**src/design/gmr_pkg.sv**
```systemverilog
// ----------------------------------------------------------------------------
// gmr_pkg
// Shared constants and command/status types for the movement range block.
// ----------------------------------------------------------------------------
`default_nettype none

package gmr_pkg;

  localparam int GRID_W  = 8;
  localparam int GRID_H  = 8;
  localparam int CELLS   = GRID_W * GRID_H;
  localparam int IDX_W   = $clog2(CELLS);
  localparam int COORD_W = 3;
  localparam int EC_W    = 4;
  localparam int COST_W  = 8;

  localparam logic KIND_LOAD  = 1'b0;
  localparam logic KIND_QUERY = 1'b1;

  // Controller to datapath
  typedef struct packed {
    logic load;   // write one cell
    logic init;   // start a query at the input origin
    logic relax;  // one parallel relaxation step
    logic scan;   // emission scan step
  } gmr_cmd_t;

  // Datapath to controller
  typedef struct packed {
    logic query;      // input beat is a query
    logic origin_ok;  // input coordinates lie on the grid
    logic changed;    // a relaxation step would reach or lower some cell
    logic left;       // reached cells not yet emitted
  } gmr_sts_t;

endpackage

`default_nettype wire

```
**src/design/gmr_ctrl.sv**
```systemverilog
// ----------------------------------------------------------------------------
// gmr_ctrl
// Sequencer: idle/load, relaxation until stable, emission scan.
// ----------------------------------------------------------------------------
`default_nettype none

module gmr_ctrl
  import gmr_pkg::*;
(
  input  wire logic     clk_i,
  input  wire logic     rst_ni,
  input  wire logic     in_valid_i,
  output logic          in_ready_o,
  input  wire gmr_sts_t sts_i,
  output gmr_cmd_t      cmd_o
);

  typedef enum logic [2:0] {
    ST_IDLE  = 3'b001,
    ST_RELAX = 3'b010,
    ST_EMIT  = 3'b100
  } state_e;

  state_e state_q, state_d;

  always_comb begin
    state_d    = state_q;
    cmd_o      = '0;
    in_ready_o = 1'b0;
    unique case (state_q)
      ST_IDLE: begin
        in_ready_o = 1'b1;
        if (in_valid_i && sts_i.origin_ok) begin
          if (sts_i.query) begin
            cmd_o.init = 1'b1;
            state_d    = ST_RELAX;
          end else begin
            cmd_o.load = 1'b1;
          end
        end
      end
      ST_RELAX: begin
        cmd_o.relax = 1'b1;
        if (!sts_i.changed) state_d = ST_EMIT;
      end
      ST_EMIT: begin
        cmd_o.scan = 1'b1;
        if (!sts_i.left) state_d = ST_IDLE;
      end
      default: state_d = ST_IDLE;
    endcase
  end

  always_ff @(posedge clk_i or negedge rst_ni) begin
    if (!rst_ni) state_q <= ST_IDLE;
    else         state_q <= state_d;
  end

endmodule

`default_nettype wire

```
**config.mk**
```make
export PLATFORM = sky130hd
export DESIGN_NAME = gmr_ctrl
export DESIGN_NICKNAME = d
export VERILOG_FILES = /design/src/design/gmr_pkg.sv /design/src/design/gmr_ctrl.sv
export SDC_FILE = /design/constraint.sdc
export NUM_CORES = 1
export LEC_CHECK = 0
export ABC_CLOCK_PERIOD_IN_PS = 3700
export BUFFER_PORTS_ARGS = -buffer_cell sky130_fd_sc_hd__buf_2
export CORE_AREA = 2 2 39 41
export CTS_BUF_LIST = sky130_fd_sc_hd__clkbuf_4 sky130_fd_sc_hd__clkbuf_8
export DETAILED_ROUTE_END_ITERATION = 16
export DIE_AREA = 0 0 41 43
export PLACE_DENSITY = 0.34
export SLEW_MARGIN = 10
export SYNTH_ARGS = -nofsm -noshare
export SYNTH_HDL_FRONTEND = slang
export SYNTH_SLANG_ARGS = --single-unit
```
**constraint.sdc**
```tcl
create_clock -name clk_i -period 3.7 [get_ports clk_i]
set_input_delay 1.11 -clock clk_i [delete_from_list [all_inputs] [get_ports clk_i]]
set_output_delay 1.11 -clock clk_i [all_outputs]
set_load 0.03 [all_outputs]
```
# ---- Word-level counts from Yosys, hierarchy flattened
# Index checks and enable logic that the tools add are counted.
dict set report totals {
  register_bits 3
  in_bits 7
  out_inout_bits 5
  elab_cells 22
}
dict set report classes {
  n_eq_ne 7
  n_mux 12
  reduce_logical 2
}
# cell n
set op_table {}
lappend op_table {{two-way mux 3 bit} 4}
lappend op_table {{case mux 3 bit (3 select lines)} 1}
lappend op_table {{!= test 2 bit, second input constant} 4}
lappend op_table {{two-way mux 1 bit} 5}
lappend op_table {{two-way mux 2 bit} 2}
lappend op_table {{AND reduction 4 bit} 1}
lappend op_table {{== test 3 x 1 -> 1 bit, second input constant} 1}
lappend op_table {{== test 3 x 2 -> 1 bit, second input constant} 1}
lappend op_table {{== test 3 bit, second input constant} 1}
lappend op_table {{logical AND 1 bit} 1}

# ---- Depth between registers and ports, before layout
dict set report depth {
  ltp_word 3
  depth_mapped 3
  ltp_nobuf 3
}

# ---- Least setup slack after synthesis
# No wires, ideal clock.
dict set report synth_path {
  path_kind {input port to output port}
  from {in in_valid_i}
  to {out cmd_o[3] (netlist name)}
  arrival_time_ps 1589
  required_time_ps 2590
  setup_slack_ps 1001
  cell_stages 2
  path_buffers 0
  cell_sequence {nand3_1 > nor2_1}
}
# element line_no
set synth_lines {}
lappend synth_lines {{from (decl)} gmr_ctrl.sv:12} ;# input wire logic in_valid_i,
lappend synth_lines {{to (decl)} gmr_ctrl.sv:15} ;# output gmr_cmd_t cmd_o

==> metrics.txt <==
status finished clean; Worst Path Required between 2000 and 3000 ps; Yosys warnings 0; GRT Util Overall 6.237%; die area 1763 sq um; Clock Skew roughly 1.4 ps; Slowest-stage cell, CP and4_4; core area 1384 sq um; CP max stage delay approximately 220 ps; Hold-fix buffers, CTS 0; DRC 0; worst min path class flop to flop; Die Span Y approximately 43 um; post-CTS setup buffer count 0; Antenna Nets Post-Route 0; minimum clock period between 2000 and 3000 ps; initial antenna violation count 0; Max rail drop VDD 0.1277 mV; initial core utilization 12.12%; Reg clk slew, reported paths 40 ps; largest registers state_q (3); GPL Wtd Cong ~0.57; RSZ-0062 raised after global routing false; leak pwr 0.1385 nW; Final period util 73.69%; global-route wire length before repair about 660 um; flops & latches, synth 3; max reg flops 3; syn_nets 23; # diodes 0; CP dominant cell by count buf_2; latest clock arrival within the worst-skew pair 230 ps; nets@finish 39; pin count of the biggest net entering global routing 6; Detailed Route WL approximately 450 um; final hold vios 0; Max-Cap Viols 0; Setup CP Type primary input to primary output; # fillers roughly 150; Clock Sinks 3; Root Buffer clkbuf_4; routed vias 176; IO Port Bufs 11; area occupied by multi-input gates between 90 and 100 sq um; worst-margin pin slew slightly above 200 ps; vias in the first global route around 170; Worst slew margin a little under nine tenths; endpoints failing setup 0; sequential share of the synthesized area between 40% and 50%; Mapped Area around 170 sq um; CP Max Fanout 3; total CTS buffers 3; Slew Viols, Final 0; TritonCTS clock tree done; Max clock buf depth 2; setup TNS 0 ps; Max Fclk about 0.37 GHz; Top Ports 12; CP cell instances buf_2 > and4_4 > buf_2; Post-CTS Resized 0; Die W approximately 40 um; synth unique cells 12; routed vias/inst approximately 3.7; commonest non-fill, non-tap cell in the layout buf_2; H-tree Lvls 1; FP Rows 14; WL per Instance 9.553 um; pwr dens about 430 nW/um^2; starting DRC count in detailed routing 2; Startpoint Class primary input; Area Growth Syn to Fin 62.69%; share of cells above drive strength 1 between 50% and 60%; dpl hpwl approximately 380 um; global route overflow 0; Cells after Synth 16; Layout Utilization between 10% and 20%; Top reg by flops state_q; Worst Path Arrival approximately 1600 ps; Worst setup EP type primary output; FF/Latch Area 76.32 sq um; Synth Area per Inst approximately 10 sq um; First-pass DRT Iterations 3; most frequent cells in the layout 11 x buf_2, 4 x nor2_1, 4 x clkbuf_4
-- per-layer routing --
metal  part of all wire, %  track usage [%]
met1                    41            6.149
met3                    12            3.141
met2                    47            7.813
met5                     0                0
met4                     0            8.000
-- layout make-up --
cell class | count | share of cell area, %
Tap cell | 16 | 7.339
Timing Repair Buffer | 11 | 20.18
Sequential cell | 3 | 27.98
Clock buffer | 4 | 11.01
Multi-Input combinational cell | 13 | 33.49
-- cells by family (layout without fill, tap and decap cells) --
kind of cell	after synthesis	count (layout)	share of synthesized area, %
and+or+nand+nor	10	10	42.54
DFF	3	3	45.53
AOI/OAI and AO/OA	3	3	11.94
buffers and inverters	0	15	0
-- path summary, 6_finish.rpt --
kind / start / endpoint / slack (ps) / cells after the start
setup reg to reg: state_q[0]$_DFFE_PN1P_ / state_q[1]$_DFFE_PN0P_ / 2520 / 3
hold reg to reg: state_q[0]$_DFFE_PN1P_ / state_q[2]$_DFFE_PN0P_ / 540 / 1
min in group asynchronous: rst_ni / state_q[1]$_DFFE_PN0P_ / 660 / 1
setup / recovery: in_valid_i / cmd_o[2] / 970 / 3
max in group asynchronous: rst_ni / state_q[0]$_DFFE_PN1P_ / 2840 / 1
hold / removal: state_q[0]$_DFFE_PN1P_ / state_q[2]$_DFFE_PN0P_ / 540 / 1
-- worst max-delay path: cells and delay by family --
family | cells | cell delay (ps)
AND/OR/NAND/NOR | 1 | 220
buffers and inverters | 2 | 280
-- stage by stage --
stage,hold slack (ps),setup WS (ps),power (mW),instances,area (sq um)
6_report,535.6,973.4,0.1160,47,272.8
5_1_grt,573.1,954.5,0.1271,47,272.8
4_1_cts,548.0,967.1,0.1200,47,272.8
3_5_place_dp,538.5,967.6,0.05288,43,242.7
3_3_place_gp,533.2,975.0,0.05278,43,242.7
2_1_floorplan,486.9,1001,0.04599,16,167.7
-- synthesized netlist by cell type --
cell,number,share of area (%)
nor2_1,4,9.0
dfrtp_1,2,30
a21o_1,1,4.5
a21oi_1,1,3.0
and4_4,1,6.7
dfstp_2,1,16
nand2b_1,1,3.7
nand3_1,1,3.0
nand3b_1,1,4.5
nor3b_1,1,4.5
nor3b_4,1,11
o21a_1,1,4.5
-- report_power, final --
group	switching, mW	total (mW)	internal, mW
clock network	0.0161	0.0638	0.0477
registers	0.00157	0.0362	0.0346
logic	0.00887	0.0160	0.00717
total	0.0266	0.116	0.0894
Power figures use the tool's default switching activity.
